### src/rtl/convex_hull_gift_wrap_core_assert.svh
// assertion macros for the convex hull gift wrap core
`ifndef CONVEX_HULL_GIFT_WRAP_CORE_ASSERT_SVH
`define CONVEX_HULL_GIFT_WRAP_CORE_ASSERT_SVH
`ifndef SYNTH
`define CHGW_ASSERT(lbl, prop) \
	lbl: assert property (@(posedge clk) disable iff (!arst_n) prop) \
		else $error("chgw assertion failed");
`define CHGW_NEVER(lbl, cond) \
	lbl: assert property (@(posedge clk) disable iff (!arst_n) !(cond)) \
		else $error("chgw forbidden condition seen");
`else
`define CHGW_ASSERT(lbl, prop)
`define CHGW_NEVER(lbl, cond)
`endif
`endif

### src/rtl/chgw_pkg.sv
// shared constants, types and helpers of the convex hull gift wrap core
package chgw_pkg;

	localparam int MAX_POINTS      = 64;
	localparam int COORD_WIDTH     = 16;
	localparam int MIN_HULL_POINTS = 3;

	localparam int IDX_W  = $clog2(MAX_POINTS);
	localparam int CNT_W  = $clog2(MAX_POINTS + 1);
	localparam int DIFF_W = COORD_WIDTH + 1;
	localparam int PROD_W = 2 * DIFF_W;
	localparam int ACC_W  = PROD_W + 1;
	localparam int STEP_W = 3;

	localparam logic [STEP_W-1:0] STEP_CROSS_A = 3'd0;
	localparam logic [STEP_W-1:0] STEP_CROSS_B = 3'd1;
	localparam logic [STEP_W-1:0] STEP_DOT_A   = 3'd2;
	localparam logic [STEP_W-1:0] STEP_DOT_B   = 3'd3;
	localparam logic [STEP_W-1:0] STEP_DECIDE  = 3'd4;

	typedef logic signed [COORD_WIDTH-1:0] coord_t;
	typedef logic signed [DIFF_W-1:0] diff_t;

	typedef enum logic [3:0] {
		S_IDLE,
		S_MIN_RD,
		S_MIN_CHK,
		S_DIFF_RD,
		S_DIFF_CHK,
		S_SW_RD,
		S_SW_LD,
		S_SW_MUL,
		S_SW_END,
		S_FLUSH
	} state_t;

	// lexicographic order on x, then y
	function automatic logic lex_less(coord_t ax, coord_t ay, coord_t bx, coord_t by);
		return (ax < bx) || ((ax == bx) && (ay < by));
	endfunction

endpackage

### src/rtl/chgw_ram.sv
// generic single write port ram with registered read
module chgw_ram #(
	parameter int WIDTH = 32,
	parameter int DEPTH = 64
) (
	input  logic                     clk,
	input  logic                     we,
	input  logic [$clog2(DEPTH)-1:0] waddr,
	input  logic [WIDTH-1:0]         wdata,
	input  logic [$clog2(DEPTH)-1:0] raddr,
	output logic [WIDTH-1:0]         rdata
);

	logic [WIDTH-1:0] mem_q [DEPTH];

	always_ff @(posedge clk) begin
		if (we) begin
			mem_q[waddr] <= wdata;
		end
		rdata <= mem_q[raddr];
	end

endmodule

### src/rtl/convex_hull_gift_wrap_core.sv
// convex hull gift wrap core: point store, start search and wrap sequencer
//
// Points are taken one per cycle while busy is low; the point with last_point
// set closes the set and starts the walk (with fewer than three points it gives
// one empty result instead), and busy stays high until the final result.
// Results come as one-cycle strobes on result_valid and cannot be held off. The
// start search reads every stored point once, and each hull vertex takes a
// search for the first point that differs from it plus a sweep over all points;
// the sweep pace is set by the single store read port and the one shared 17x17
// multiplier, which forms both cross and both dot product terms of each point in turn.
`include "convex_hull_gift_wrap_core_assert.svh"

module convex_hull_gift_wrap_core
	import chgw_pkg::*;
(
	input  logic                          clk,
	input  logic                          arst_n,
	input  logic                          start,
	output logic                          busy,
	input  logic signed [COORD_WIDTH-1:0] point_x,
	input  logic signed [COORD_WIDTH-1:0] point_y,
	input  logic                          last_point,
	output logic                          result_valid,
	output logic signed [COORD_WIDTH-1:0] vertex_x,
	output logic signed [COORD_WIDTH-1:0] vertex_y,
	output logic                          vertex_last,
	output logic                          hull_empty,
	output logic                          points_dropped
);

	state_t state_q, state_d;

	logic [CNT_W-1:0]  cnt_q;
	logic              ovf_q;
	logic [IDX_W-1:0]  idx_q;
	logic [STEP_W-1:0] step_q;
	logic [CNT_W-1:0]  emit_cnt_q;

	coord_t start_x_q, start_y_q, cur_x_q, cur_y_q, cand_x_q, cand_y_q;
	coord_t pend_x_q, pend_y_q, p_x_q, p_y_q;
	diff_t  dx1_q, dy1_q, dx2_q, dy2_q;
	logic signed [PROD_W-1:0] prod_q;
	logic signed [ACC_W-1:0]  acc_q, cross_q;

	logic                     result_valid_q;
	coord_t                   vertex_x_q, vertex_y_q;
	logic                     vertex_last_q, hull_empty_q, points_dropped_q;

	logic [2*COORD_WIDTH-1:0] ram_rdata;
	coord_t                   rd_x, rd_y;

	logic              accept;
	logic              room;
	logic [CNT_W-1:0]  cnt_next;
	logic              ovf_next;
	logic              too_few;
	logic [IDX_W-1:0]  last_idx;
	logic              idx_last;
	logic              emit_cap;
	logic              min_take;
	coord_t            min_x, min_y;
	logic              differs;
	logic              back_at_start;

	diff_t                    mul_a, mul_b;
	logic signed [PROD_W-1:0] mul_p;
	logic signed [ACC_W-1:0]  dot_w;
	logic                     replace;

	logic   ram_we;
	logic   emit_en;
	logic   emit_last;
	logic   emit_empty;
	logic   emit_drop;
	coord_t emit_x, emit_y;

	assign accept   = start && !busy;
	assign room     = cnt_q < CNT_W'(MAX_POINTS);
	assign cnt_next = room ? CNT_W'(cnt_q + 1'b1) : cnt_q;
	assign ovf_next = ovf_q || !room;
	assign too_few  = cnt_next < CNT_W'(MIN_HULL_POINTS);
	assign last_idx = IDX_W'(cnt_q - 1'b1);
	assign idx_last = idx_q == last_idx;
	assign emit_cap = CNT_W'(emit_cnt_q + 1'b1) == CNT_W'(MAX_POINTS);

	assign rd_x = ram_rdata[COORD_WIDTH-1:0];
	assign rd_y = ram_rdata[2*COORD_WIDTH-1:COORD_WIDTH];

	assign min_take = (idx_q == '0) || lex_less(rd_x, rd_y, start_x_q, start_y_q);
	assign min_x    = min_take ? rd_x : start_x_q;
	assign min_y    = min_take ? rd_y : start_y_q;
	assign differs  = (rd_x != cand_x_q) || (rd_y != cand_y_q);
	assign back_at_start = (cand_x_q == start_x_q) && (cand_y_q == start_y_q);

	chgw_ram #(
		.WIDTH(2 * COORD_WIDTH),
		.DEPTH(MAX_POINTS)
	) u_store (
		.clk  (clk),
		.we   (ram_we),
		.waddr(cnt_q[IDX_W-1:0]),
		.wdata({point_y, point_x}),
		.raddr(idx_q),
		.rdata(ram_rdata)
	);

	// shared multiplier operand select
	always_comb begin
		case (step_q)
			STEP_CROSS_A: begin
				mul_a = dx1_q;
				mul_b = dy2_q;
			end
			STEP_CROSS_B: begin
				mul_a = dx2_q;
				mul_b = dy1_q;
			end
			STEP_DOT_A: begin
				mul_a = dx1_q;
				mul_b = dx2_q;
			end
			STEP_DOT_B: begin
				mul_a = dy1_q;
				mul_b = dy2_q;
			end
			default: begin
				mul_a = '0;
				mul_b = '0;
			end
		endcase
	end

	assign mul_p   = mul_a * mul_b;
	assign dot_w   = acc_q + ACC_W'(prod_q);
	assign replace = (cross_q == '0) ? (dot_w > 0) : (cross_q > 0);

	// next state
	always_comb begin
		state_d = state_q;
		unique case (state_q)
			S_IDLE: begin
				if (accept && last_point && !too_few) begin
					state_d = S_MIN_RD;
				end
			end
			S_MIN_RD:   state_d = S_MIN_CHK;
			S_MIN_CHK:  state_d = idx_last ? S_DIFF_RD : S_MIN_RD;
			S_DIFF_RD:  state_d = S_DIFF_CHK;
			S_DIFF_CHK: state_d = (differs || idx_last) ? S_SW_RD : S_DIFF_RD;
			S_SW_RD:    state_d = S_SW_LD;
			S_SW_LD:    state_d = S_SW_MUL;
			S_SW_MUL: begin
				if (step_q == STEP_DECIDE) begin
					state_d = idx_last ? S_SW_END : S_SW_RD;
				end
			end
			S_SW_END: begin
				if (back_at_start) begin
					state_d = S_IDLE;
				end else begin
					state_d = emit_cap ? S_FLUSH : S_DIFF_RD;
				end
			end
			S_FLUSH:    state_d = S_IDLE;
			default:    state_d = S_IDLE;
		endcase
	end

	// outputs of the sequencer
	always_comb begin
		busy       = 1'b1;
		ram_we     = 1'b0;
		emit_en    = 1'b0;
		emit_last  = 1'b0;
		emit_empty = 1'b0;
		emit_drop  = ovf_q;
		emit_x     = pend_x_q;
		emit_y     = pend_y_q;
		unique case (state_q)
			S_IDLE: begin
				busy   = 1'b0;
				ram_we = accept && room;
				if (accept && last_point && too_few) begin
					emit_en    = 1'b1;
					emit_last  = 1'b1;
					emit_empty = 1'b1;
					emit_drop  = ovf_next;
					emit_x     = '0;
					emit_y     = '0;
				end
			end
			S_SW_END: begin
				emit_en   = 1'b1;
				emit_last = back_at_start;
			end
			S_FLUSH: begin
				emit_en   = 1'b1;
				emit_last = 1'b1;
			end
			default: begin
			end
		endcase
	end

	// control registers
	always_ff @(posedge clk or negedge arst_n) begin
		if (!arst_n) begin
			state_q        <= S_IDLE;
			cnt_q          <= '0;
			ovf_q          <= 1'b0;
			idx_q          <= '0;
			step_q         <= STEP_CROSS_A;
			emit_cnt_q     <= '0;
			result_valid_q <= 1'b0;
		end else begin
			state_q        <= state_d;
			result_valid_q <= emit_en;
			unique case (state_q)
				S_IDLE: begin
					if (accept) begin
						idx_q <= '0;
						if (last_point && too_few) begin
							cnt_q <= '0;
							ovf_q <= 1'b0;
						end else begin
							cnt_q <= cnt_next;
							ovf_q <= ovf_next;
						end
					end
				end
				S_MIN_CHK: begin
					if (idx_last) begin
						idx_q      <= '0;
						emit_cnt_q <= CNT_W'(1);
					end else begin
						idx_q <= IDX_W'(idx_q + 1'b1);
					end
				end
				S_DIFF_CHK: begin
					idx_q <= (differs || idx_last) ? '0 : IDX_W'(idx_q + 1'b1);
				end
				S_SW_RD: begin
					step_q <= STEP_CROSS_A;
				end
				S_SW_MUL: begin
					step_q <= STEP_W'(step_q + 1'b1);
					if (step_q == STEP_DECIDE) begin
						idx_q <= idx_last ? '0 : IDX_W'(idx_q + 1'b1);
					end
				end
				S_SW_END: begin
					idx_q <= '0;
					if (back_at_start) begin
						cnt_q <= '0;
						ovf_q <= 1'b0;
					end else begin
						emit_cnt_q <= CNT_W'(emit_cnt_q + 1'b1);
					end
				end
				S_FLUSH: begin
					cnt_q <= '0;
					ovf_q <= 1'b0;
				end
				default: begin
				end
			endcase
		end
	end

	// walk datapath
	always_ff @(posedge clk) begin
		case (state_q)
			S_MIN_CHK: begin
				start_x_q <= min_x;
				start_y_q <= min_y;
				if (idx_last) begin
					cur_x_q  <= min_x;
					cur_y_q  <= min_y;
					cand_x_q <= min_x;
					cand_y_q <= min_y;
					pend_x_q <= min_x;
					pend_y_q <= min_y;
				end
			end
			S_DIFF_CHK: begin
				if (differs) begin
					cand_x_q <= rd_x;
					cand_y_q <= rd_y;
				end
			end
			S_SW_LD: begin
				p_x_q <= rd_x;
				p_y_q <= rd_y;
				dx1_q <= DIFF_W'(cand_x_q) - DIFF_W'(cur_x_q);
				dy1_q <= DIFF_W'(cand_y_q) - DIFF_W'(cur_y_q);
				dx2_q <= DIFF_W'(rd_x) - DIFF_W'(cand_x_q);
				dy2_q <= DIFF_W'(rd_y) - DIFF_W'(cand_y_q);
			end
			S_SW_MUL: begin
				prod_q <= mul_p;
				case (step_q)
					STEP_CROSS_B: acc_q <= ACC_W'(prod_q);
					STEP_DOT_A:   cross_q <= acc_q - ACC_W'(prod_q);
					STEP_DOT_B:   acc_q <= ACC_W'(prod_q);
					STEP_DECIDE: begin
						if (replace) begin
							cand_x_q <= p_x_q;
							cand_y_q <= p_y_q;
						end
					end
					default: begin
					end
				endcase
			end
			S_SW_END: begin
				if (!back_at_start) begin
					cur_x_q  <= cand_x_q;
					cur_y_q  <= cand_y_q;
					pend_x_q <= cand_x_q;
					pend_y_q <= cand_y_q;
				end
			end
			default: begin
			end
		endcase
	end

	// result register
	always_ff @(posedge clk) begin
		if (emit_en) begin
			vertex_x_q       <= emit_x;
			vertex_y_q       <= emit_y;
			vertex_last_q    <= emit_last;
			hull_empty_q     <= emit_empty;
			points_dropped_q <= emit_drop;
		end
	end

	assign result_valid   = result_valid_q;
	assign vertex_x       = vertex_x_q;
	assign vertex_y       = vertex_y_q;
	assign vertex_last    = vertex_last_q;
	assign hull_empty     = hull_empty_q;
	assign points_dropped = points_dropped_q;

	`CHGW_ASSERT(a_walk_has_points, (state_q != S_IDLE) |-> (cnt_q >= CNT_W'(MIN_HULL_POINTS)))
	`CHGW_NEVER(a_emit_cap, emit_cnt_q > CNT_W'(MAX_POINTS))
	`CHGW_ASSERT(a_last_frees_block, (result_valid && vertex_last) |-> !busy)
	`CHGW_ASSERT(a_more_follow, (result_valid && !vertex_last) |-> busy)
	`CHGW_ASSERT(a_busy_from_start, $rose(busy) |-> $past(start))

endmodule
### config.mk
export PLATFORM = sky130hd
export DESIGN_NAME = convex_hull_gift_wrap_core
export DESIGN_NICKNAME = d
export VERILOG_FILES = /design/src/rtl/chgw_pkg.sv /design/src/rtl/chgw_ram.sv /design/src/rtl/convex_hull_gift_wrap_core.sv
export VERILOG_INCLUDE_DIRS = /design/src /design/src/rtl
export SDC_FILE = /design/constraint.sdc
export NUM_CORES = 2
export LEC_CHECK = 0
export BUFFER_PORTS_ARGS = -buffer_cell sky130_fd_sc_hd__buf_2
export CAP_MARGIN = 20
export CORE_ASPECT_RATIO = 2
export CORE_MARGIN = 2
export CORE_UTILIZATION = 47
export CTS_CLUSTER_SIZE = 20
export DETAILED_ROUTE_END_ITERATION = 10
export PLACE_DENSITY = 0.62
export SETUP_SLACK_MARGIN = 0.2
export SLEW_MARGIN = 30
export SYNTH_ARGS = -nofsm -noshare
export SYNTH_HDL_FRONTEND = slang
export SYNTH_SLANG_ARGS = --single-unit
### constraint.sdc
create_clock -name clk -period 8.4 [get_ports clk]
set_input_delay 1.68 -clock clk [delete_from_list [all_inputs] [get_ports clk]]
set_output_delay 1.68 -clock clk [all_outputs]
set_load 0.02 [all_outputs]
==> results.sh <==
export IMPL_status="complete, no violations"
export IMPL_route_detailed_wl_per_inst_um=30.7
export IMPL_yosys_cell_count_top_type="edfxtp_1"
export IMPL_synth_seq_cells=2443
export IMPL_synth_edff_count=2382
export IMPL_synth_seq_area_share=0.654
export IMPL_avgSynthCellArea_um2=17.6
export IMPL_place_port_buffers=72
export IMPL_r2r_slack_ns=0.53
export IMPL_dr_pass1_iters=8
export IMPL_yosys_warnings=0
export IMPL_r2r_start="step_q[0]$_DFFE_PN0P_"
export IMPL_clk_latency_ns=0.91
export IMPL_cts_max_level=4
export IMPL_ys_async_sr_fraction=0.0119
export IMPL_cp_startpoint="step_q[0]$_DFFE_PN0P_"
export IMPL_synth_cell_area_mm2=0.111
export IMPL_clk_pin_slew_ns=0.07
export IMPL_fin_util=0.525
export IMPL_synth_top_cell_by_area="edfxtp_1"
export IMPL_cts_sinks=2443
export IMPL_yosys_top_cells_count="edfxtp_1 (2382), mux4_2 (672), inv_1 (510)"
export IMPL_core_area_mm2=0.236
export IMPL_top_level_ports=73
export IMPL_min_from="ovf_q$_DFFE_PN0P_"
export IMPL_endpoint_kind="flip-flop"
export IMPL_critPathMaxFanout=11
export IMPL_hold_viol=0
export IMPL_start_util=0.473
export IMPL_grt_usage=0.253
export IMPL_cts_tree="done"
export IMPL_die_area_mm2=0.241
export IMPL_min_path_cells=0
export IMPL_finalSetupTns_ns=0
export IMPL_finalWeightedCongestion=0.952
export IMPL_vias=58100
export IMPL_worstMarginPinSlew_ns=1.01
export IMPL_hpwlAfterDp_um=205000
export IMPL_cts_buffers=215
export IMPL_min_path_type="reg -> reg"
export IMPL_drt_vias_per_instance=5.92
export IMPL_hold_path_endpoint="points_dropped$_DFFE_PP_"
export IMPL_r2r_cells=27
export IMPL_peakVddDrop_mv=0.170
export IMPL_drc=0
export IMPL_reg2reg_to="prod_q[33]$_DFFE_PP_"
export IMPL_antenna_found_initial=22
export IMPL_cap_violations=0
export IMPL_wl_um=302000
export IMPL_setup_worst_path_start_class="flip-flop"
export IMPL_finalCriticalPeriod_ns=7.87
export IMPL_power_leakage_uw=0.0429
export IMPL_synth_top_area_frac=0.642
export IMPL_grt_pass1_vias=61900
export IMPL_synth_flop_cell="edfxtp_1"
export IMPL_layout_nets=7104
export IMPL_drive_above_1_share=0.214
export IMPL_skew_ns=0.0831
export IMPL_syn_inst=6333
export IMPL_die_h_um=693
export IMPL_maxSlewViolCount=0
export IMPL_p_per_area_mw_per_mm2=190
export IMPL_grt_pass1_wl_um=435000
export IMPL_arrival_ns=8.45
export IMPL_ant_nets=0
export IMPL_syn_to_final_growth_pct=11.1
export IMPL_synthTopCellsByArea="edfxtp_1 (64%), mux4_2 (14%), fa_1 (5.4%)"
export IMPL_row_count=252
export IMPL_crit_required_ns=8.97
export IMPL_slew_headroom=0.328
export IMPL_drt_iter0_markers=4626
export IMPL_rsz0062_at_grt="no"
export IMPL_fmax_ghz=0.127
export IMPL_cts_max_path_buffers=4
export IMPL_path_class="reg -> reg"
export IMPL_syn_nets=6929
export IMPL_grt_overflow_total=0
export IMPL_grt_max_degree=107
export IMPL_cts_root_buf="clkbuf_16"
export IMPL_setup_viol=0
export IMPL_ys_types=87
export IMPL_die_x_um=348
export IMPL_finalCritPeriodShare=0.937
export IMPL_n_fill_cell=18800
[routing by layer]
| metal | track usage | vias up | share of wire |
|---|---|---|---|
| li1 | - | 24900 | - |
| met5 | 0 | - | 0.00014 |
| met4 | 0.137 | 6 | 0.063 |
| met2 | 0.491 | 1582 | 0.57 |
| met3 | 0.0245 | 619 | 0.033 |
| met1 | 0.263 | 31100 | 0.33 |
[kinds of logic (layout without fill, tap and decap cells)]
family          Yosys count  count (layout)  share of synthesized area
buf+inv                 787            1137                     0.0270
compound gates          530             530                     0.0332
other cells               0              89                          0
simple gates           1107            1107                     0.0466
flops                  2443            2443                      0.654
xor+xnor                159             159                     0.0125
fa+ha+maj               560             560                     0.0832
mux                     747             747                      0.143
[power by group]
part	total [uW]	internal (uW)	switching (uW)
Clock	10000	5520	4490
Combinational	153	10.4	142
Sequential	13300	13300	0
Total	23500	18900	4630
[flip-flops by register name, summed over array words and instances (netlist names), 17 cells and up]
signal         count
cross_q           35
dx1_q             17
dy1_q             17
u_store.mem_q   2048
u_store.rdata     32
dy2_q             17
prod_q            34
acc_q             34
dx2_q             17
[metrics by stage]
stage / std cells / instance area (um2) / hold slack, ns / worst slack [ns] / total power, uW
after global routing: 9799 / 124000 / 0.479 / 0.209 / 24100
final: 9820 / 124000 / 0.474 / 0.527 / 23500
after CTS: 9715 / 123000 / 0.462 / 0.255 / 23700
after detailed placement: 9323 / 116000 / 0.441 / 0.290 / 13800
after global placement: 9322 / 116000 / 0.437 / 0.373 / 13700
after floorplan: 6333 / 111000 / 0.449 / 0.743 / 13600
[layout by cell type, fill, tap and decap left out, types with 41 or more instances in the layout]
master and n:
xor2_1 67, nor4_1 41, mux2_2 62, a21oi_1 108, clkbuf_16 218, o21ai_0 109
ha_1 258, nor3_1 51, mux4_2 672, buf_4 181, fa_1 301, nor2b_1 48
nand2_1 249, diode_2 89, clkinv_2 49, nor2_4 67, and2_1 55, inv_1 509
nor2_1 360, nand2b_1 44, xnor2_1 92, edfxtp_1 2382, nand3_1 41
[critical path: stages (launching register included)]
cell	delay, ns
dfrtp_1	0.42
ha_1	0.22
ha_1	0.19
a21o_2	0.27
a222oi_1	0.34
bufbuf_16	0.33
nor2_1	0.06
fa_1	0.53
inv_1	0.09
fa_1	0.54
inv_1	0.08
fa_1	0.49
fa_1	0.50
fa_1	0.50
inv_1	0.05
fa_1	0.56
inv_1	0.06
ha_1	0.37
a21oi_1	0.17
o21ai_0	0.14
o41ai_1	0.29
a21bo_2	0.33
a221o_1	0.33
a31oi_2	0.22
nor2b_1	0.09
o21bai_1	0.19
a31o_2	0.19
xnor2_1	0.06
[how the worst max path moves through the flow]
stage / end / slack, ns / cells past startpoint
after floorplan: prod_q[33]$_DFFE_PP_ / 0.74 / 30
after global placement: prod_q[33]$_DFFE_PP_ / 0.37 / 25
after detailed placement: prod_q[33]$_DFFE_PP_ / 0.29 / 25
after CTS: prod_q[33]$_DFFE_PP_ / 0.26 / 25
after global routing: prod_q[32]$_DFFE_PP_ / 0.21 / 26
final: prod_q[33]$_DFFE_PP_ / 0.53 / 27
[what timing repair did]
| action | 4_1_cts | 5_1_grt |
|---|---|---|
| hold buffers | 0 | 0 |
| setup endpoints to repair | 0 | 6 |
| setup buffers | 0 | 15 |
| resized for setup | 0 | 13 |
[cell type report]
cell class              instances  area, um2  share of cell area
flip-flops and latches       2443      72900               0.589
clock buffers                 257       5600              0.0453
multi-input cells            3103      36100               0.292
clock inverters               135       1360              0.0110
inverters                     511       1920              0.0155
diodes                         89        223             0.00180
well taps                    3048       3810              0.0308
repair buffers                234       1830              0.0148
(Power assumes the default switching activity.)
